===== src/rtl/qsl_sqrt_cell.sv =====
`default_nettype none
module qsl_sqrt_cell (
    input  wire logic  clk,
    input  logic       en,
    input  logic [33:0] rem_in,
    input  logic [30:0] root_in,
    input  logic [61:0] rad_in,
    output logic [33:0] rem_out,
    output logic [30:0] root_out,
    output logic [61:0] rad_out
);
    logic [35:0] cur;
    logic [35:0] trial;
    logic [35:0] diff;
    logic        ge;
    logic [33:0] rem_reg, rem_next;
    logic [30:0] root_reg, root_next;
    logic [61:0] rad_reg, rad_next;

    // one root bit per cell
    always_comb
    begin
        cur       = {rem_in, rad_in[61:60]};
        trial     = {3'b000, root_in, 2'b01};
        diff      = cur - trial;
        ge        = (cur >= trial);
        rem_next  = ge ? diff[33:0] : cur[33:0];
        root_next = {root_in[29:0], ge};
        rad_next  = {rad_in[59:0], 2'b00};
    end

    always_ff @(posedge clk)
    begin
        if (en)
        begin
            rem_reg  <= rem_next;
            root_reg <= root_next;
            rad_reg  <= rad_next;
        end
    end

    assign rem_out  = rem_reg;
    assign root_out = root_reg;
    assign rad_out  = rad_reg;
endmodule
`default_nettype wire


===== config.mk =====
export PLATFORM = sky130hd
export DESIGN_NAME = qsl_sqrt_cell
export DESIGN_NICKNAME = d
export VERILOG_FILES = /design/src/rtl/qsl_sqrt_cell.sv
export SDC_FILE = /design/constraint.sdc
export NUM_CORES = 1
export LEC_CHECK = 0
export BUFFER_PORTS_ARGS = -buffer_cell sky130_fd_sc_hd__buf_4
export CORE_UTILIZATION = 50
export CTS_BUF_LIST = sky130_fd_sc_hd__clkbuf_8
export CTS_CLUSTER_DIAMETER = 120
export DETAILED_ROUTE_END_ITERATION = 8
export PLACE_DENSITY = 0.83
export SLEW_MARGIN = 20
export SYNTH_ARGS = -nofsm -noshare
export SYNTH_HDL_FRONTEND = slang
export SYNTH_SLANG_ARGS = --single-unit

===== constraint.sdc =====
create_clock -name clk -period 3.5 [get_ports clk]
set_clock_uncertainty 0.2 [all_clocks]
set_input_delay 0.525 -clock clk [delete_from_list [all_inputs] [get_ports clk]]
set_output_delay 0.525 -clock clk [all_outputs]
set_load 0.005 [all_outputs]

### Word-level counts from Yosys, hierarchy flattened

Index checks and enable logic that the tools add are counted.

* reductions and logical operators: 0
* magnitude comparators: 1
* shift operators: 0
* div/mod/pow operators: 0
* $add $sub $neg: 1
* equal/unequal tests: 0
* $mul: 0
* multiplexer cells: 1
* bitwise gates (word level): 0

Operators with widths (number)
* $ge A36 B33 Y1: 1
* $mux W34: 1
* $sub A34 B33 Y34: 1

* output and inout port bits: 127
* RAM bits: 0
* memories: 0
* flip-flop bits (word level): 125
* latch bits: 0
* ROM bits: 0
* word-level logic and storage cells: 6

### Logic depth before layout (Yosys ltp)

* word-level depth: 2
* mapped depth: 13
* mapped depth without buffers: 11

### Worst setup path before layout

Ideal clock, no wire load.

* path kind: input -> register
* start: input port root_in[23]
* end: register rem_reg[11], in the netlist rem_out[11] (data pin)
* setup time: 0.260 ns
* arrival time: 2.560 ns
* cell stages on the path: 13
* path buffers: 2
* required time: 3.040 ns
* path slack: 0.480 ns
* cell sequence: inv_1 -> ha_1 -> buf_6 -> a21o_1 -> a21o_1 -> a221oi_2 -> nand2_1 -> a21oi_4 -> nand4_4 -> nand2_4 -> inv_4 -> buf_6 -> mux2_4

* word-level cells in the longest chain between the ends: 2

Ends and longest elaborated chain
* start, declared: RTL line 6 `input logic [30:0] root_in,`
* $ge A36 B33 Y1: RTL line 26 `ge = (cur >= trial);`
* $mux W34: RTL line 27 `rem_next = ge ? diff[33:0] : cur[33:0];`
* via rem_next[11]: RTL line 16 `logic [33:0] rem_reg, rem_next;`
* end signal, assigned: RTL line 36 `rem_reg <= rem_next;`
* end, declared: RTL line 16

The timed path passes the listed nets, and every way through them passes these cells.
A chain may end at the register's enable or synchronous reset.

### Worst setup path after layout

* start: input port rem_in[0]
* end: register rem_reg[33], in the netlist rem_out[33] (data pin)

* word-level cells in the longest chain between the ends: 2
* elaborated cells between the ends (all ways): 3

Ends and longest elaborated chain
* start, declared: RTL line 5 `input logic [33:0] rem_in,`
* $sub A34 B33 Y34 or $ge A36 B33 Y1 (tied branches): RTL line 25, 26
* $mux W34 *: RTL line 27
* via rem_next[33]: RTL line 16

The timed path passes the listed nets; every way through them passes the cells marked *.

==> flow_summary.ini <==
[status]
status = finished clean

[grt]
grt_max_degree = 126
grt_usage_pct = 24.95
grt_first_pass_wirelength_mm = 24.18
overflow = 0
grt_pass1_vias = 4691
antenna_found_initial = 0

[pwr]
power.density_nw_per_um2 = 473.5
internal-power_w = 0.003118
vdd_drop_max_v = 0.0002505
netSwitchingFraction_pct = 24.82
power_leakage_nw = 3.926
pwr-share-clk_pct = 32.1
seqPwrFrac_pct = 45.5
p_sw_w = 0.001029
comb_power_share_pct = 22.4

[worst_setup_path]
crit_top_cell = o21ai_1
cp.arrival_ps = 3100
max_stage_delay_ps = 490
criticalPathCategory = primary input to register
slowest_stage = or4_1
end_kind = register
endpoint = rem_out[33]$_DFFE_PP_
startpoint_type = primary input
worstPathRequired_ps = 3590
timing.critical_path.from = rem_in[0]
crit_buf_inv = 1
crit_chain = buf_4 > ha_1 > o211ai_1 > o21ai_1 > o2111ai_1 > a211oi_2 > a31oi_1 > a21oi_1 > or4_1 > o21ai_1
critPathMaxFanout = 5
cp.depth = 10
crit_family = compound AO/OA/AOI/OAI gates

[drt]
dr_total_vias = 4797
firstDrtPassIters = 4
wl_mm = 16.06
detail-route-antenna-nets = 0
viasPerCell = 5.220
drt-wirelength-per-cell_um = 17.47
drtIter0Drc = 303
post-route-drc-count = 0

[clock_network]
cts_tree = done
cts-resized-gates = 0
path_clk_slew_ps = 70
cts_setup_buffers = 0
cts_max_level = 4
hold_buffers = 0
numCtsBuffers = 17
cts_buffer_depth = 2
clock-sinks = 125
root_buffer = clkbuf_8

[hold_path]
min_path_type = primary input to register

[timing]
finalWorstSetupSlack_ps = 491.9
setup_tns_ps = 0
finalMaxSlewViolations = 0
fmax_mhz = 332.4
max-slew-margin-rel_pct = 54.47
rsz0062_at_grt = no
fin_crit_ps = 3008
setup_viol = 0
period_share_pct = 85.95
worst_slew_pin_slew_ps = 683.0
hold_viol_final = 0
fin_hold_ws_ps = 65.21

[synthesis]
yosys_warnings = 0
syn-cell-area_um2 = 6188
yosysTopAreaCell = edfxtp_1
ys_seq_area_share_pct = 60.66
synthTopCellsByArea = edfxtp_1 (61%), ha_1 (6.7%), mux2_4 (5.3%)
synth_top_area_share_pct = 60.66
postSynthAreaPerCell_um2 = 13.31
ys_types = 53
ys_seq_elements = 125
postSynthCellCount = 465

[finish]
final_common_cell = buf_4
final_cells = 919
area_growth_syn_to_layout_pct = 41.51
layout_common_cells = buf_4 (261), edfxtp_1 (125), a21oi_1 (44)
num_antenna_cells = 0
utilization_pct = 72.60
regArea_um2 = 3754
multiInputGateArea_um2 = 2206
layout.nets = 901
nFillCells = 842
drive_gt1_share_pct = 43.41

[job]
max-cap-violations = 0

[die]
die_w_um = 113.3
initial_core_util_pct = 51.31
pin_count = 256
die_area_um2 = 12830
row_count = 40
coreArea_um2 = 12060
die_h_um = 113.3

[placed_design]
pre_cts_ws_ps = 103.4
placed_cells = 888
port_buffers = 253
dp.final_hpwl_mm = 12.43
gp_congestion = 0.8998
## flip-flops by register name, summed over array words and instances (netlist names)
| register | cells |
|---|---|
| rad_out | 60 |
| rem_out | 34 |
| root_out | 31 |
## synth_stat cells (all sizes together)
cell type / number
edfxtp: 125
nor2: 20
conb: 1
a221o: 1
a21oi: 47
nor3b: 1
nor4: 2
nor2b: 3
a31oi: 4
inv: 41
o211ai: 4
nand3b: 1
a41oi: 1
and2: 4
nand4: 7
clkbuf: 3
a21o: 11
xnor2: 15
a21boi: 1
a22oi: 1
and3: 2
a21bo: 1
nor3: 8
a211oi: 1
or3: 3
o21bai: 3
o21ai: 20
or2: 1
xor2: 12
o22ai: 2
buf: 7
o31ai: 4
a31o: 1
a221oi: 1
o21a: 6
and4: 1
ha: 33
o2111ai: 1
mux2: 23
or4: 1
nand2: 21
nand2b: 7
nand3: 13
## kinds of logic (layout without fill, tap and decap cells)
kind of cell / count (synthesis) / count (layout) / synth area share, %
adders and majority gates: 33 / 33 / 6.672
buffers and inverters: 51 / 336 / 3.760
and+or+nand+nor: 95 / 95 / 8.229
DFF: 125 / 125 / 60.66
muxes: 23 / 23 / 5.520
other: 1 / 2 / 0.06060
xor gates and xnor gates: 27 / 27 / 3.821
AOI/OAI and AO/OA: 110 / 110 / 11.28
## power groups by stage
stage / clock network, W / logic, W / registers [W]
global route: 0.00141 / 0.00100 / 0.00190
detailed placement: 0 / 0.000931 / 0.00192
global placement: 0 / 0.000910 / 0.00191
floorplan: 0 / 0.000420 / 0.00193
finish: 0.00133 / 0.000931 / 0.00189
CTS: 0.00136 / 0.000935 / 0.00189
## worst min path at each step
stage	start	depth (start not counted)	endpoint	slack, ps
after detailed placement	rad_in[54]	1	rad_out[56]$_DFFE_PP_	500
after global placement	rad_in[34]	1	rad_out[36]$_DFFE_PP_	500
after CTS	rad_in[10]	1	rad_out[12]$_DFFE_PP_	40
final	rad_in[55]	1	rad_out[57]$_DFFE_PP_	70
after global routing	rad_in[6]	1	rad_out[8]$_DFFE_PP_	40
after floorplan	rad_in[8]	0	rad_out[10]$_DFFE_PP_	420
## stage by stage
stage	power (W)	cell area, um^2
after global routing	0.004310	8757
after floorplan	0.002352	6192
final	0.004147	8757
after global placement	0.002824	8346
after CTS	0.004179	8757
after detailed placement	0.002850	8346
## routing by layer
metal,vias up,wire [um],global-route usage [%]
met5,-,0,0
met4,0,401,11.14
met3,33,1145,6.856
met2,197,8485,44.87
met1,2292,6027,27.52
li1,2275,-,-
## area by class of cell
| cell class | instances | area share, % |
|---|---|---|
| Sequential cell | 125 | 42.86 |
| Multi-Input combinational cell | 290 | 25.19 |
| Timing Repair Buffer | 264 | 23.06 |
| Clock buffer | 17 | 2.672 |
| Tap cell | 168 | 2.400 |
| Clock inverter | 14 | 2.029 |
| Inverter | 41 | 1.786 |
No activity file was read; power rests on OpenSTA's default activity.
