[src/rtl/qsl_div_cell.sv]
`default_nettype none
module qsl_div_cell (
    input  wire logic  clk,
    input  logic       en,
    input  logic [31:0] rem_in,
    input  logic [31:0] q_in,
    input  logic [31:0] feed_in,
    input  logic [31:0] den_in,
    output logic [31:0] rem_out,
    output logic [31:0] q_out,
    output logic [31:0] feed_out,
    output logic [31:0] den_out
);
    logic [32:0] cur;
    logic [32:0] diff;
    logic        ge;
    logic [31:0] rem_reg, rem_next;
    logic [31:0] q_reg, q_next;
    logic [31:0] feed_reg, feed_next;
    logic [31:0] den_reg;

    // restoring step, one quotient bit
    always_comb
    begin
        cur       = {rem_in, feed_in[31]};
        diff      = cur - {1'b0, den_in};
        ge        = (cur >= {1'b0, den_in});
        rem_next  = ge ? diff[31:0] : cur[31:0];
        q_next    = {q_in[30:0], ge};
        feed_next = {feed_in[30:0], 1'b0};
    end

    always_ff @(posedge clk)
    begin
        if (en)
        begin
            rem_reg  <= rem_next;
            q_reg    <= q_next;
            feed_reg <= feed_next;
            den_reg  <= den_in;
        end
    end

    assign rem_out  = rem_reg;
    assign q_out    = q_reg;
    assign feed_out = feed_reg;
    assign den_out  = den_reg;
endmodule
`default_nettype wire

[config.mk]
export PLATFORM = sky130hd
export DESIGN_NAME = qsl_div_cell
export DESIGN_NICKNAME = d
export VERILOG_FILES = /design/src/rtl/qsl_div_cell.sv
export SDC_FILE = /design/constraint.sdc
export NUM_CORES = 1
export LEC_CHECK = 0
export BUFFER_PORTS_ARGS = -buffer_cell sky130_fd_sc_hd__buf_2
export CAP_MARGIN = 20
export CORE_MARGIN = 2
export CORE_UTILIZATION = 52
export CTS_BUF_LIST = sky130_fd_sc_hd__clkbuf_16
export DETAILED_ROUTE_END_ITERATION = 16
export HOLD_SLACK_MARGIN = 0.03
export PLACE_DENSITY_LB_ADDON = 0.05
export SYNTH_ARGS = -nofsm -noshare
export SYNTH_HDL_FRONTEND = slang
export SYNTH_SLANG_ARGS = --single-unit
[constraint.sdc]
create_clock -name clk -period 5.2 [get_ports clk]
set_input_delay 0.26 -clock clk [delete_from_list [all_inputs] [get_ports clk]]
set_output_delay 0.26 -clock clk [all_outputs]
set_load 0.01 [all_outputs]
# [After elaboration in Yosys (flattened, before gate mapping)]
# Cells that the tools add are included.
# Widths: inputs -> output; s select.
[classes] add_sub_neg=1 n_lt_le_gt_ge=1 n_mux=1
[op_table] operator="$ge 33x32->1" count=1
[op_table] operator="$mux 32" count=1
[op_table] operator="$sub 32x32->32" count=1
[totals] reg_bits=127 input_bits=130 out_inout_bits=128 wordCells=7

# [Longest topological paths before layout]
[logic_depth] ltp_word=2 depth_mapped=13 ltp_nobuf=11

# [Worst setup path before layout]
# OpenSTA, ideal clock, no wires.
[synth_path] kind="input -> register" from="input den_in[23]" to="register rem_reg[14], in the netlist rem_out[14], data pin" arrival_ps=2352 required_ps=4940 setup_slack_ps=2588 path_stages=11 n_path_buf=2 path_cell_list="inv_1 > ha_1 > buf_6 > and3_1 > o21a_1 > a311oi_2 > o21ai_1 > or3b_1 > o21a_1 > buf_6 > mux2_4"
[synth_between] elab_chain_len=2
[synth_rtl] element="start: declaration" line="8" rtl="input logic [31:0] den_in,"
[synth_rtl] element="$ge 33x32->1" line="27" rtl="ge = (cur >= {1'b0, den_in});"
[synth_rtl] element="$mux 32" line="28" rtl="rem_next = ge ? diff[31:0] : cur[31:0];"
[synth_rtl] element="named net rem_next[14]" line="17" rtl="logic [31:0] rem_reg, rem_next;"
[synth_rtl] element="end signal: assignment" line="37" rtl="rem_reg <= rem_next;"
[synth_rtl] element="end: declaration" line="17"
# The timed path passes the listed nets, and every way through them passes these cells.
# A chain may end at the register's enable or synchronous reset.

# [Final worst setup path]
[layout_path] from="input den_in[23]" to="register rem_reg[23], in the netlist rem_out[23], data pin"
[layout_between] elab_chain_len=2 word_cells_on_any_way=3 classes_between="add/sub (1); order compare (1); mux (1)"
[layout_rtl] element="$sub 32x32->32 / $ge 33x32->1 (equally long branches)" line="26, 27"
[layout_rtl] element="$mux 32 (*)" line="28"
[layout_rtl] element="named net rem_next[23]" line="17"
# The timed path passes the listed nets; every way through them passes the cells marked *.

==> reports/summary.txt <==
status - finished, final reports clean
CP delay by family, top - buffers and inverters
ys flop type - edfxtp_1
setup TNS - 0 ps
Slew Limit Fails - 0
TritonCTS clock tree - done
FFs w/ async S/R, synth - 0%
maxcap violations - 0
area delta synth->final - 43.7%
Pwr per Cell Area - 357 nW/um2
path type of the worst setup path - in -> reg
CP endpoint kind - register
Rows - 39
Fin Hold WS - 44.6 ps
Initial Util - 53.6%
First-pass DRT Iterations - 5
Cell variety after synth - 50
total congestion overflow - 0
worst slew pin tran - 833 ps
min-delay src - den_in[14]
Fin. Hold Viols - 0
root buffer cell - clkbuf_16
# clock sinks - 127
final worst-path setup slack - 1730 ps
register area - 3810 um2
max_slew headroom - 44.5%
final setup violation count - 0
Synth Register Bits - 127
routability cong. - 0.879
DRC - 0
CP peak stage delay - 520 ps
nets - 980
DRT iter0 DRCs - 366
Min-Delay Endpoint - den_out[14]$_DFFE_PP_
register area share after synthesis - 62.0%
Fmax achieved - 0.288 GHz
WHS Path Cells - 1
H-tree depth - 4
Clock transition at path regs - 50 ps
ANT nets after route - 0
first-pass GRT wire length - 27,500 um
post-layout minimum cycle time - 3470 ps
CP Buf/Inv Count - 4
final clock period utilization by the worst path - 66.8%
cells along the critical path - dlygate4sd3_1, buf_2, inv_1, ha_1, and3_1, nand4_1, nor4b_1, a21o_1, o21a_2, buf_4, mux2_4
vias - 5,191
area occupied by multi-input gates - 2050 um2
Worst Hold Class - in -> reg
Post-Syn Instances - 488
die width - 113 um
initial antenna violation count - 2
Tot GR Track Use - 28.3%
total CTS buffers - 17
Synthesized Nets - 651
DR vias/cell - 5.34
unrepaired setup endpoints after global routing - no
CP Launch Type - input pin
vias in the first global route - 5,268
leakage - 3.98 nW
Mapped Area - 6150 um2
peak fanout along the critical path - 23
Post-Syn Area per Cell - 12.6 um2
number of port buffers - 255
Crit-path slowest cell - dlygate4sd3_1
fraction of layout cells with a size suffix above 1 - 36.4%
Die Height - 113 um
Worst VDD drop - 254 uV
Placed Area - 7510 um2
largest net degree at the start of global routing - 69
core area - 11,500 um2
Post-DP HPWL - 11,300 um
total routed wirelength - 18,100 um
CP arrival - 3630 ps
EDFF count, synth - 127
FILL cells - 750
IO Pins - 258
Final Power - 3.16 mW
Synth Warn # - 0
design area - 8840 um2
die area - 12,700 um2
Place WS - 1920 ps
Req. time, crit path - 5360 ps
Wirelength per Cell - 18.6 um
CTS max path bufs - 2
Post-CTS Setup Repair Bufs - 0
[through the flow]
step,utilization (%),std cells
CTS,77.0,970
global placement,65.5,871
finish,77.1,973
floorplan,-,488
global route,77.1,973
detailed placement,65.5,871
[sequential cells by signal, indices dropped and copies added, names as in the netlist]
register / count
rem_out: 32
den_out: 32
feed_out: 31
q_out: 32
[what timing repair did]
item,4_1_cts,5_1_grt
gates resized for setup,0,0
hold buffers,69,1
endpoints found under the setup margin,0,0
endpoints found under the hold margin,69,1
[worst max-delay path by stage]
stage          depth (start not counted)               endpoint  slack, ps       start
5_1_grt                               11  rem_out[23]$_DFFE_PP_       1430  den_in[23]
2_1_floorplan                         11  rem_out[14]$_DFFE_PP_       2590  den_in[23]
6_report                              11  rem_out[23]$_DFFE_PP_       1730  den_in[23]
4_1_cts                               11  rem_out[23]$_DFFE_PP_       1770  den_in[23]
3_3_place_gp                          10  rem_out[23]$_DFFE_PP_       1930  den_in[23]
3_5_place_dp                          10  rem_out[23]$_DFFE_PP_       1920  den_in[23]
[report_power, final]
group / switching (mW) / internal, mW / leakage (nW)
logic: 0.332 / 0.271 / 2.43
clock network: 0.431 / 0.840 / 0.311
registers: 0.0288 / 1.26 / 1.24
total: 0.791 / 2.37 / 3.98
[routing by layer]
metal	wire length, um	share of wire [%]	track usage, %	vias to the layer above
met2	9570	53	51.7	247
met1	6760	37	31.9	2453
li1	-	-	-	2450
met5	0	0	0	-
met4	580	3.2	11.5	0
met3	1150	6.4	6.70	41
[final cells by class]
type | count | area share, %
inverters | 46 | 1.95
diodes | 2 | 0.0566
flip-flops and latches | 127 | 43.1
well taps | 143 | 2.02
multi-input cells | 297 | 23.2
repair buffers | 328 | 22.6
clock inverters | 13 | 2.24
clock buffers | 17 | 4.81
[cells by family after synthesis]
| logic type | count (synthesis) | share of synthesized area [%] |
|---|---|---|
| AOI/OAI and AO/OA | 120 | 11.9 |
| xor gates and xnor gates | 26 | 3.70 |
| adders and majority gates | 33 | 6.83 |
| buffers and inverters | 64 | 4.74 |
| DFF | 127 | 62.0 |
| muxes | 10 | 2.28 |
| other | 1 | 0.0610 |
| and+or+nand+nor | 107 | 8.50 |
[cell usage after synthesis (2+ instances only)]
library cell | number | area share [%]
and2_1 | 3 | 0.31
inv_1 | 46 | 2.8
ha_1 | 32 | 6.5
xnor2_1 | 16 | 2.3
xor2_1 | 10 | 1.4
a21oi_1 | 54 | 4.4
and3_1 | 2 | 0.20
nor3_1 | 3 | 0.24
or3_1 | 2 | 0.20
mux2i_1 | 2 | 0.33
a31o_2 | 2 | 0.28
edfxtp_1 | 127 | 62
clkbuf_1 | 6 | 0.37
o211ai_1 | 2 | 0.24
buf_6 | 5 | 0.92
nor4b_1 | 2 | 0.28
nand4_1 | 8 | 0.81
o21ai_1 | 4 | 0.33
a21o_1 | 8 | 0.98
nand3_1 | 8 | 0.65
or2_2 | 2 | 0.20
o21a_1 | 6 | 0.73
nand2_1 | 24 | 1.5
a2111oi_0 | 3 | 0.43
nand4b_1 | 2 | 0.28
a31oi_1 | 2 | 0.20
buf_2 | 5 | 0.41
o21bai_1 | 5 | 0.61
buf_4 | 2 | 0.24
nor2_1 | 37 | 2.3
nor2b_1 | 2 | 0.20
nand2b_1 | 7 | 0.71
o31ai_1 | 7 | 0.85
o21ai_0 | 17 | 1.4
mux2_4 | 8 | 2.0
a211oi_1 | 3 | 0.37
[layout by cell type, fill, tap and decap left out, types with 3 or more instances in the layout]
master	Yosys	layout
nor3_1	3	3
o21bai_1	5	5
o21a_1	6	5
a211oi_1	3	3
o31ai_1	7	7
nor2_1	37	37
nand2b_1	7	7
and2_1	3	3
ha_1	32	32
mux2_4	8	8
buf_2	5	254
buf_4	2	4
a21o_1	8	8
a2111oi_0	3	3
a21oi_1	54	54
dlygate4sd3_1	0	70
xor2_1	10	10
nand4_1	8	8
nand2_1	24	24
clkinv_2	0	3
clkbuf_16	0	17
o21ai_1	4	4
nand3_1	8	8
xnor2_1	16	16
o21ai_0	17	17
edfxtp_1	127	127
inv_1	46	48
bufinv_16	0	5
No activity file was read; power rests on OpenSTA's default activity.
