**src/rtl/qsl_pkg.sv**
```systemverilog
`default_nettype none
package qsl_pkg;

    localparam int FRAC_BITS  = 14;
    localparam int TRIG_ITER  = 16;
    localparam int SQ_N       = 31;   // root bits of a 62 bit radicand
    localparam int DIV_N      = 32;   // quotient bits

    localparam logic [14:0] ONE           = 15'd16384;
    localparam logic [14:0] THR_RESET     = 15'd16376;
    localparam logic signed [33:0] CORDIC_K = 34'sd652032874;
    localparam logic [31:0] WEIGHT_MAX    = 32'h8000_0000;

    // pipeline stage positions
    localparam int ST_A   = 0;               // products
    localparam int ST_B   = 1;               // dot sum
    localparam int ST_C   = 2;               // fold, round, clamp, path pick
    localparam int ST_D   = 3;               // radicand
    localparam int ST_SQ  = ST_D + SQ_N;     // last root cell
    localparam int ST_VEC = ST_SQ + TRIG_ITER;
    localparam int ST_M   = ST_VEC + 1;      // blend angles
    localparam int ST_SIN = ST_M + TRIG_ITER;
    localparam int ST_P   = ST_SIN + 1;      // divider set-up
    localparam int ST_DIV = ST_P + DIV_N;
    localparam int ST_W   = ST_DIV + 1;      // weight clamp
    localparam int ST_X   = ST_W + 1;        // output products
    localparam int LAT    = ST_X + 1;

    typedef struct packed {
        logic [3:0][16:0] s;
        logic [3:0][15:0] e;
        logic [14:0]      t;
        logic [14:0]      d;
        logic             lin;
        logic             sat0;
        logic             sat1;
    } side_t;

    typedef struct packed {
        logic signed [15:0] x;
        logic signed [15:0] y;
        logic signed [15:0] z;
        logic signed [15:0] w;
        logic               lin;
    } res_t;

    function automatic logic signed [33:0] atan_q30(input logic [4:0] i);
        logic signed [33:0] r;
        case (i)
            5'd0: r = 34'sd843314856;
            5'd1: r = 34'sd497837829;
            5'd2: r = 34'sd263043836;
            5'd3: r = 34'sd133525158;
            5'd4: r = 34'sd67021686;
            5'd5: r = 34'sd33543515;
            5'd6: r = 34'sd16775850;
            5'd7: r = 34'sd8388437;
            5'd8: r = 34'sd4194282;
            5'd9: r = 34'sd2097149;
            default: r = (i <= 5'd30) ? (34'sd1 <<< (5'd30 - i)) : 34'sd0;
        endcase
        return r;
    endfunction

    function automatic logic signed [15:0] sat16(input logic signed [23:0] v);
        logic signed [15:0] r;
        if (v > 24'sd16384)
            r = 16'sd16384;
        else if (v < -24'sd16384)
            r = -16'sd16384;
        else
            r = v[15:0];
        return r;
    endfunction

endpackage
`default_nettype wire

```
**src/rtl/qsl_rot_cell.sv**
```systemverilog
`default_nettype none
module qsl_rot_cell (
    input  wire logic         clk,
    input  logic              en,
    input  logic [4:0]        step,
    input  logic signed [33:0] x_in,
    input  logic signed [33:0] y_in,
    input  logic signed [33:0] z_in,
    output logic signed [33:0] x_out,
    output logic signed [33:0] y_out,
    output logic signed [33:0] z_out
);
    logic signed [33:0] xs, ys, at;
    logic signed [33:0] x_reg, x_next;
    logic signed [33:0] y_reg, y_next;
    logic signed [33:0] z_reg, z_next;

    // rotation: drive the residual angle towards zero
    always_comb
    begin
        xs = x_in >>> step;
        ys = y_in >>> step;
        at = qsl_pkg::atan_q30(step);
        if (!z_in[33])
        begin
            x_next = x_in - ys;
            y_next = y_in + xs;
            z_next = z_in - at;
        end
        else
        begin
            x_next = x_in + ys;
            y_next = y_in - xs;
            z_next = z_in + at;
        end
    end

    always_ff @(posedge clk)
    begin
        if (en)
        begin
            x_reg <= x_next;
            y_reg <= y_next;
            z_reg <= z_next;
        end
    end

    assign x_out = x_reg;
    assign y_out = y_reg;
    assign z_out = z_reg;
endmodule
`default_nettype wire

```
**config.mk**
```make
export PLATFORM = sky130hd
export DESIGN_NAME = qsl_rot_cell
export DESIGN_NICKNAME = d
export VERILOG_FILES = /design/src/rtl/qsl_pkg.sv /design/src/rtl/qsl_rot_cell.sv
export SDC_FILE = /design/constraint.sdc
export NUM_CORES = 1
export LEC_CHECK = 0
export CORE_MARGIN = 4
export CORE_UTILIZATION = 50
export DETAILED_ROUTE_END_ITERATION = 10
export DONT_BUFFER_PORTS = 1
export PLACE_DENSITY = 0.67
export SYNTH_ARGS = -nofsm -noshare
export SYNTH_HDL_FRONTEND = slang
export SYNTH_SLANG_ARGS = --single-unit
```
**constraint.sdc**
```tcl
create_clock -name clk -period 10 [get_ports clk]
set_input_delay 2 -clock clk [delete_from_list [all_inputs] [get_ports clk]]
set_output_delay 2 -clock clk [all_outputs]
set_load 0.03 [all_outputs]
```
* Word-level counts from Yosys, hierarchy flattened
Index checks and enable logic that the tools add are counted.
Word-level totals: input port bits 109, output and inout port bits 102, bits in registers 102, word-level logic and storage cells 29
Operators by class: equal/unequal tests 9, shift operators 3, reduce and logical (&&, ||, !) cells 1, add/sub/neg operators 7, magnitude comparators 1, muxes and demuxes 5
Operators with widths (number):
- $pmux W34 S10 | 1
- $mux W34 | 4
- $add A34 B34 Y34 | 3
- $sub A34 B34 Y34 | 3
- $sshr A34 B5 Y34 | 2
- $sshl A2 B5 Y34 const A | 1
- $eq A5 B3 Y1 const B | 4
- $eq A5 B2 Y1 const B | 2
- $eq A5 B4 Y1 const B | 2
- $eq A5 B1 Y1 const B | 1
- $le A5 B5 Y1 const B | 1
- $logic_not A5 Y1 | 1
- $sub A5 B5 Y5 const A | 1

* Longest topological paths before layout
Gate-level depths: netlist of the first run.
word-level depth 6, depth in mapped cells 27, mapped depth without buffers 21

* Worst setup path after synthesis of the first run
Ideal clock, no wire load.
path kind input port to flip-flop, from input step[2], to register y_reg[32] (netlist: y_out[32]) (data pin), buffers on the path 2, stages on the path 21, data required time 9.742 ns, setup time 0.258 ns, slack 2.413 ns, arrival 7.329 ns, cell sequence buf_2 buf_2 mux2_2 mux4_2 a2111oi_2 o32ai_1 nor4b_2 nor2b_1 and2_1 a21oi_1 xnor2_1 ha_1 and3_1 and2_1 a221o_1 a221o_1 a21bo_2 a21o_1 or4b_2 a31oi_1 xnor2_1
Between the ends: word-level cells in the longest chain between the ends 3, elaborated cells on any way between the ends 4, those cells by class add/sub: 2; shift: 1; mux: 1
Ends and longest elaborated chain:
- from (decl) | RTL line qsl_rot_cell.sv:5 | input logic [4:0] step,
- $sshr A34 B5 Y34 (*) | RTL line qsl_rot_cell.sv:21 | xs = x_in >>> step;
- $add A34 B34 Y34 / $sub A34 B34 Y34 (equally long branches) | RTL line qsl_rot_cell.sv:27, qsl_rot_cell.sv:33
- $mux W34 (*) | RTL line qsl_rot_cell.sv:24 | if (!z_in[33])
- via y_next[32] | RTL line qsl_rot_cell.sv:15 | logic signed [33:0] y_reg, y_next;
- to (signal assigned) | RTL line qsl_rot_cell.sv:43 | y_reg <= y_next;
- to (decl) | RTL line qsl_rot_cell.sv:15
The timed path passes the listed nets; every way through them passes the cells marked *. A chain may end at the register's enable or synchronous reset.

* Worst setup path after layout of the first run
from input step[3], to register y_reg[32] (netlist: y_out[32]) (data pin)
Same word-level chain as after synthesis.

==> flow_results.org, run 1 <==
** Run status
- The run finished with clean final reports.

** Worst setup path
- Kind of end point of the critical path :: register
- In this run the worst setup path begins at step[3].
- Along the worst path, the maximum fanout reaches 103.
- For the worst setup path, the data arrival time is 7.72 ns.
- Category of the critical setup timing path :: in -> reg
- The worst setup path is launched from an input pin.
- Data required time of the worst path :: 10.13 ns

** Clock tree
- CTS resizes :: 0
- After clock tree synthesis, the setup repair step added 0 buffers.
- Clk sink count :: 102
- Clock-pin slew was measured on the worst setup and hold paths at 0.08 ns.
- Buffers inserted to repair hold after CTS numbered 0.
- Total clock buffers created by CTS :: 9
- The longest clock path from root to sink contains 2 buffers.
- CTS placed an instance of sky130_fd_sc_hd__clkbuf_16 at the clock tree root.
- TritonCTS built the clock tree.
- Number of levels the H-tree was split into :: 3

** Pwr
- Power density of the placed cells :: ~150 nW/um2
- IR analysis of the VDD net gives a maximum drop of 115.2 uV.
- The analysis attributes to cell leakage a power of roughly 6.1 nW.

** Routing
- Residual DRC :: 0
- In the final routed layout, each cell accounts on average for 26.63 um.
- Ratio of routed vias to standard cells :: 7.090
- The detailed router placed 14740 vias in this run.
- The pre-antenna-repair detailed-routing pass consisted of 6 iterations.
- For this block, the routed nets add up to between 50000 and 60000 um of wire.
- Remaining number of nets flagged by the antenna check after routing :: 0
- Iteration-0 DRC Markers :: 1711

** Timing
- Sum of negative setup slack :: 0 ns
- Derived from the worst setup path, the maximum achievable clock frequency is 0.1316 GHz.
- Final critical-path required period :: 7.598 ns
- Worst slew margin relative to its limit :: 17.17%
- RSZ-0062 raised after global routing :: no
- After layout, the worst path uses roughly three quarters of the clock period.
- The final-report hold violation count was 0.
- At the pin with the least slew margin, the transition time is 1.240 ns.
- Setup violations remaining at the end of the flow were counted as 0.
- Number of max-slew violations in the final report :: 0

** Global route
- The first global-routing pass estimated 82880 um of wire.
- Via count of the first global-routing pass :: 13750
- For this run the aggregate overflow at the end of global routing stands at 0.
- Maximum number of pins on one net before global-route repair :: 154
- For this run, the total global-route usage over all layers was measured as between 30% and 40%.
- Number of antenna violations at the first check in global routing :: 0

** Placed design
- Once placement finished, the instance area stood at between 15000 and 20000 um2.
- The count of buffers added on input and output ports is 0.
- After legalization and detailed placement, the total HPWL measured 41760 um.
- Routability-driven placement finished with a final weighted congestion of about 1.0.

** Die
- Row generation in the floorplan step produced 64 rows.
- For this design the top-level I/O count stands at 211.
- The die is approximately 180 um wide.
- Height of the die :: 184.9 um
- Core Area :: 30750 um2
- Effective utilization at floorplan :: roughly 51%
- The floorplan step defined a die boundary enclosing approximately 34000 um2.

** Logic synthesis
- Share of the synthesized netlist area taken by xor and xnor gates :: 9.238%
- The share of the Yosys chip area taken by registers is between 10% and 20%.
- Simple-gate portion of the synthesized area :: 15.24%
- Net Count, Synth :: 1981
- After Yosys synthesis, full adders, half adders and majority gates account for 8.542% of the synthesized area.
- Synthesis-stage register bit count :: 102
- Yosys mapped a number of flops with a built-in enable equal to just over 100.
- Mean Syn Cell Area :: 8.853 um2
- Multiplexer cells account for 17.88% of the synthesized area.
- After synthesis, the largest family of logic cells by area is compound AO/OA/AOI/OAI gates.
- Fraction of registers with async set or reset after synthesis :: 0%
- Count of mapped cells out of synthesis :: 1767
- Synth Warn # :: 0
- Most instantiated flip-flop cell in the synthesis netlist :: sky130_fd_sc_hd__edfxtp_1
- Dominant cell type by area after synthesis :: sky130_fd_sc_hd__edfxtp_1
- Synth top area share :: 19.58%
- Count of cell types in the netlist :: 99
- In the post-synthesis netlist, the biggest area contributors are sky130_fd_sc_hd__edfxtp_1, sky130_fd_sc_hd__mux4_2, sky130_fd_sc_hd__ha_1.
- Netlist area before placement :: 15640 um2
- Summing the areas of all compound-gate instances in the mapped netlist gives 25.03% of the synthesized area.

** Finish
- Nets@finish :: approximately 1900
- Share of post-route cells with drive strength above 1 :: 11.23%
- Summing all non-filler instances in the final layout gives an area of 15990 um2.
- The repair_antennas step left the layout with diodes totalling 0.
- For this run, the share of the core covered by cells in the final layout is 52.01%.
- Area added between synthesis and finish :: 2.224%

** Run
- Max-cap violation count :: 0

** Hold path
- The startpoint identified for the worst hold timing path is en.
- The worst hold path belongs to the class in -> reg.
-- area by class of cell --
class	instances	area [um2]
fillers	2901	14760
multi-input cells	1510	11880
flip-flops and latches	102	3063
well taps	396	495.5
clock buffers	9	225.2
inverters	42	157.7
repair buffers	13	97.59
clock inverters	7	71.32
-- Yosys cell counts (32+ instances only) --
cell                         n
sky130_fd_sc_hd__a21oi_1   165
sky130_fd_sc_hd__nor2_1    158
sky130_fd_sc_hd__nand2_1   125
sky130_fd_sc_hd__xnor2_1   112
sky130_fd_sc_hd__o21ai_0   108
sky130_fd_sc_hd__edfxtp_1  102
sky130_fd_sc_hd__ha_1      102
sky130_fd_sc_hd__mux4_2     83
sky130_fd_sc_hd__mux2i_1    53
sky130_fd_sc_hd__xor2_1     53
sky130_fd_sc_hd__clkbuf_1   52
sky130_fd_sc_hd__a21o_1     41
sky130_fd_sc_hd__inv_1      38
sky130_fd_sc_hd__a31oi_1    33
sky130_fd_sc_hd__mux2_2     32
-- cell families (layout without fill, tap and decap cells) --
logic type,Yosys count,in the layout
compound gates,586,586
simple gates,483,483
mux,171,171
xor+xnor,165,165
buf+inv,155,71
fa+ha+maj,105,105
flops,102,102
-- final timing paths --
check | to | slack, ns | cells after the start
worst min-delay path | y_out[9]$_DFFE_PP_ | 1.74 | 0
worst max-delay path | y_out[32]$_DFFE_PP_ | 2.40 | 18
-- worst max-delay path: stages --
cell,delay (ns)
sky130_fd_sc_hd__nor3b_1,1.02
sky130_fd_sc_hd__a221o_1,0.40
sky130_fd_sc_hd__a211oi_1,0.12
sky130_fd_sc_hd__nor4b_2,0.49
sky130_fd_sc_hd__nor2b_1,0.32
sky130_fd_sc_hd__and2_1,0.22
sky130_fd_sc_hd__a21oi_1,0.09
sky130_fd_sc_hd__xnor2_1,0.15
sky130_fd_sc_hd__ha_1,0.35
sky130_fd_sc_hd__and3_1,0.21
sky130_fd_sc_hd__and2_1,0.17
sky130_fd_sc_hd__a221o_1,0.31
sky130_fd_sc_hd__a221o_1,0.39
sky130_fd_sc_hd__a21bo_2,0.25
sky130_fd_sc_hd__a21o_1,0.19
sky130_fd_sc_hd__or4b_2,0.61
sky130_fd_sc_hd__a31oi_1,0.25
sky130_fd_sc_hd__xnor2_1,0.10
-- sequential cells by signal, indices dropped and copies added, names as in the netlist --
register  cells
x_out        34
z_out        34
y_out        34
-- through the flow --
| stage | cells | hold slack (ns) | setup WS, ns | power (W) |
|---|---|---|---|---|
| global route | 2079 | 1.720 | 2.180 | 0.002531 |
| detailed placement | 2063 | 2.126 | 2.127 | 0.002009 |
| floorplan | 1767 | 2.113 | 2.413 | 0.001802 |
| CTS | 2079 | 1.730 | 2.516 | 0.002391 |
| finish | 2079 | 1.735 | 2.402 | 0.002390 |
| global placement | 2063 | 2.122 | 2.274 | 0.001999 |
-- report_power, final --
group          leakage (nW)  switching [W]  internal (W)  total [W]
Clock                 0.140       0.000177      0.000195   0.000371
Sequential            0.999       0.000273      0.000650   0.000923
Combinational          4.91       0.000613      0.000483    0.00110
Total                  6.05        0.00106       0.00133    0.00239
-- per-layer routing --
| layer | vias to the layer above | share of wire, % | track usage [%] |
|---|---|---|---|
| li1 | 6654 | - | - |
| met1 | 7061 | 39 | 40.03 |
| met2 | 836 | 45 | 49.50 |
| met3 | 190 | 9.6 | 7.443 |
| met4 | 0 | 5.7 | 15.65 |
| met5 | - | 0 | 0 |
-- cell usage in the layout (no fill, tap or decap), drive strengths merged, types with 33 or more instances in the layout --
cell type,n
ha,102
nand2,125
xor2,53
nor2,158
inv,44
a31oi,33
mux2,35
mux2i,53
xnor2,112
a21oi,165
o21ai,109
edfxtp,102
a21o,41
mux4,83
(Power assumes the default switching activity.)
==> inputs of run 2 (changes only) <==
PLACE_DENSITY = 0.7   (was 0.67)
clock period = 6.1 ns   (was 10 ns; I/O delays follow)
==> run 2 against run 1 <==
The flow now finishes with violations (setup timing). Worst hold slack got worse by 0.76 ns. Sequential share of layout area is 2.0 points lower. Combinational power is 95% higher. Non-clock buffer count up 221. Core utilization increased by 6.0 points. Global-route usage is 2.7 points higher. Via count up 6.7%. Count of clock-buffer cells in the layout is 2 higher. Wire length up 7.3%. First-iteration DRC count rose by 15%. Cell count rose by 11%. Critical endpoint unchanged. Largest cell class unchanged. Highest routed layer unchanged.
==> flow_results.org, run 2 (synthesis results as in run 1) <==
** Worst setup path
- Cell with the biggest individual delay on the critical path :: sky130_fd_sc_hd__mux4_2
- Critical path's largest stage delay :: ~0.52 ns
- Among the stages of the critical path, the cell type that occurs most often is sky130_fd_sc_hd__a221o_1.
- The critical path contains buffers and inverters numbering 2 combined.
- Maximum fanout count along the critical path :: 153
- Cell-by-cell listing of the critical path :: mux4_2 > mux2_4 > a222oi_1 > nor3b_4 > ha_2 > inv_1 > nor3_2 > buf_4 > and4bb_2 > nor2_2 > xor2_1 > ha_1 > and3_4 > and2_4 > a221o_1 > a221o_1 > a21bo_2 > a21o_1 > or4b_4 > a31oi_4 > xnor2_1
- Launching element type of the critical path :: input pin
- The worst setup path is of the in -> reg kind.
- In this design, the largest share of critical-path delay is due to simple AND/OR/NAND/NOR gates.
- STA puts the critical path data arrival time at roughly 6.3 ns.
- Data required time of the worst path :: 6.22 ns
- Kind of end point of the critical path :: register
- The critical path runs through a total of 21 cells.

** Timing
- Crit path setup slack, layout :: -0.02961 ns
- Final Setup Violations :: 1
- Number of max-slew violations in the final report :: 0
- Final Hold Violating Endpoints :: 0
- Based on the critical path, the design can be clocked at up to 0.1631 GHz.
- For the pin with the worst max-slew slack, the measured transition is 0.9102 ns.
- Measured against its own limit, the worst slew margin works out to 38.80%.
- Of the available clock period, the critical path in the final layout requires 100.5%.
- Final hold slack :: 0.9702 ns
- Subtracting the final worst setup slack from the clock period gives approximately 6.1 ns.
- RSZ-0062 raised after global routing :: yes

** Die
- Core Area :: 30750 um2
- Height of the die :: 184.9 um
- Effective utilization at floorplan :: around half
- The floorplan has 64 rows.
- Pin placement for this block handled around 210 I/O pins.
- Floorplan die area :: around 34000 um2
- Measured along the x axis, the die boundary spans 184.9 um.

** Finish
- Area added between synthesis and finish :: 14.10%
- Cells with a size suffix above 1 make up 22.69% of the layout.
- The finished layout holds 2300 standard cells, fillers aside.
- Antenna diodes :: 0
- The filler cells instantiated in the layout total 2815.
- Most common cell after layout, fill and taps aside :: sky130_fd_sc_hd__buf_4
- For this run, the post-layout net count is 2113.
- Cells fill 58.05% of the core in the end.
- The library cells used most frequently in the layout, excluding fill and tap cells, are sky130_fd_sc_hd__buf_4, sky130_fd_sc_hd__a21oi_1, sky130_fd_sc_hd__nor2_1, sky130_fd_sc_hd__nand2_1, sky130_fd_sc_hd__xnor2_1.

** Clock tree
- Clock-pin slew was measured on the worst setup and hold paths at about 0.07 ns.
- The tree built by TritonCTS fans out to 102 sinks.
- Hold buffer count at CTS :: 0
- Clk root buf :: sky130_fd_sc_hd__clkbuf_16
- TritonCTS clock tree :: built
- Total clock buffers created by CTS :: 9
- The longest clock path from root to sink contains 2 buffers.
- The clock tree synthesis step divided the H-tree into 3 levels.

** Pwr
- Post-layout power :: 0.004276 W
- For this design the static power due to leakage is 7.195 nW.
- VDD sags by at most 167.5 uV.
- Power density of the placed cells :: 239.5 nW/um2

** Placed design
- Half-perimeter wire length after detailed placement :: 45690 um
- The congestion estimate from routability-driven global placement came to about 1.0.
- Once placement completed, the tool counted placed cells totaling 2281.
- OpenSTA, run right after detailed placement, puts the worst setup slack at -0.4116 ns.
- The count of buffers added on input and output ports is 0.

** Routing
- In the routed design, unresolved DRC markers number 0.
- In this run, the number of DRC markers left after iteration 0 of detailed routing was 1972.
- Ratio of routed vias to standard cells :: around 7
- Wires add up to 59410 um.
- Across all layers, the routed design uses between 15000 and 20000 vias.
- Post-detailed-route wirelength per cell :: roughly 26 um
- The first detailed-routing pass ran for 6 iterations.
- Once detail routing completed, the nets flagged for antenna violations numbered 0.

** Global route
- Maximum number of pins on one net before global-route repair :: 154
- Total global-route track usage :: between 30% and 40%
- The first global-routing pass estimated around 90000 um of wire.
- The number of antenna violations at the first check in global routing was 0.
- Via count of the first global-routing pass :: 15250
- Final global-route overflow total :: 0

** Hold path
- Along the worst hold path, the cell count comes to 0.
- The tightest min-delay check is of the in -> reg type.

** Run status
- Result of the run :: complete, but fails checks
- The final reports fail on setup timing.

** Run
- Max-cap violation count :: 0
## run 2: changes by cell type in the layout (fill, tap and decap cells not counted), moves of 4 or more
cell / delta
sky130_fd_sc_hd__buf_4: +221
sky130_fd_sc_hd__mux2_4: +6
sky130_fd_sc_hd__a221oi_1: -4
sky130_fd_sc_hd__a221oi_2: +4
sky130_fd_sc_hd__mux2_2: -6
## run 2: cell type report
type	count	area, um2	share of cell area, %
Multi-Input combinational cell	1510	12090	67.71
Sequential cell	102	3063	17.16
Timing Repair Buffer	234	1757	9.842
Tap cell	396	495.5	2.776
Clock buffer	11	232.7	1.304
Inverter	42	157.7	0.8832
Clock inverter	5	57.56	0.3224
## run 2: stage by stage
stage               instance area (um2)  setup TNS [ns]
floorplan                         15820         -0.7399
global placement                  17430          -1.359
detailed placement                17430          -2.691
CTS                               17770               0
global route                      17850         -0.2490
finish                            17850        -0.02961
## run 2: layer usage
metal	wire (um)	vias to the layer above	track usage, %
met5	0	-	0
li1	-	7083	-
met4	3118	0	15.85
met3	5645	185	7.620
met2	27530	904	55.10
met1	23110	7562	43.08
## run 2: final timing paths
kind	startpoint	to	slack [ns]
worst max-delay path	step[1]	y_out[32]$_DFFE_PP_	-0.03
worst min-delay path	en	y_out[17]$_DFFE_PP_	0.97
## run 2: repair_timing
action	4_1_cts	5_1_grt
endpoints found under the setup margin	1	11
pin swaps	5	8
gates resized for setup	6	13
buffers inserted	1	2
## run 2: power by group
part	switching, W	internal, W
registers	0.000454	0.00107
clock network	0.000292	0.000320
logic	0.00111	0.00104
total	0.00185	0.00242
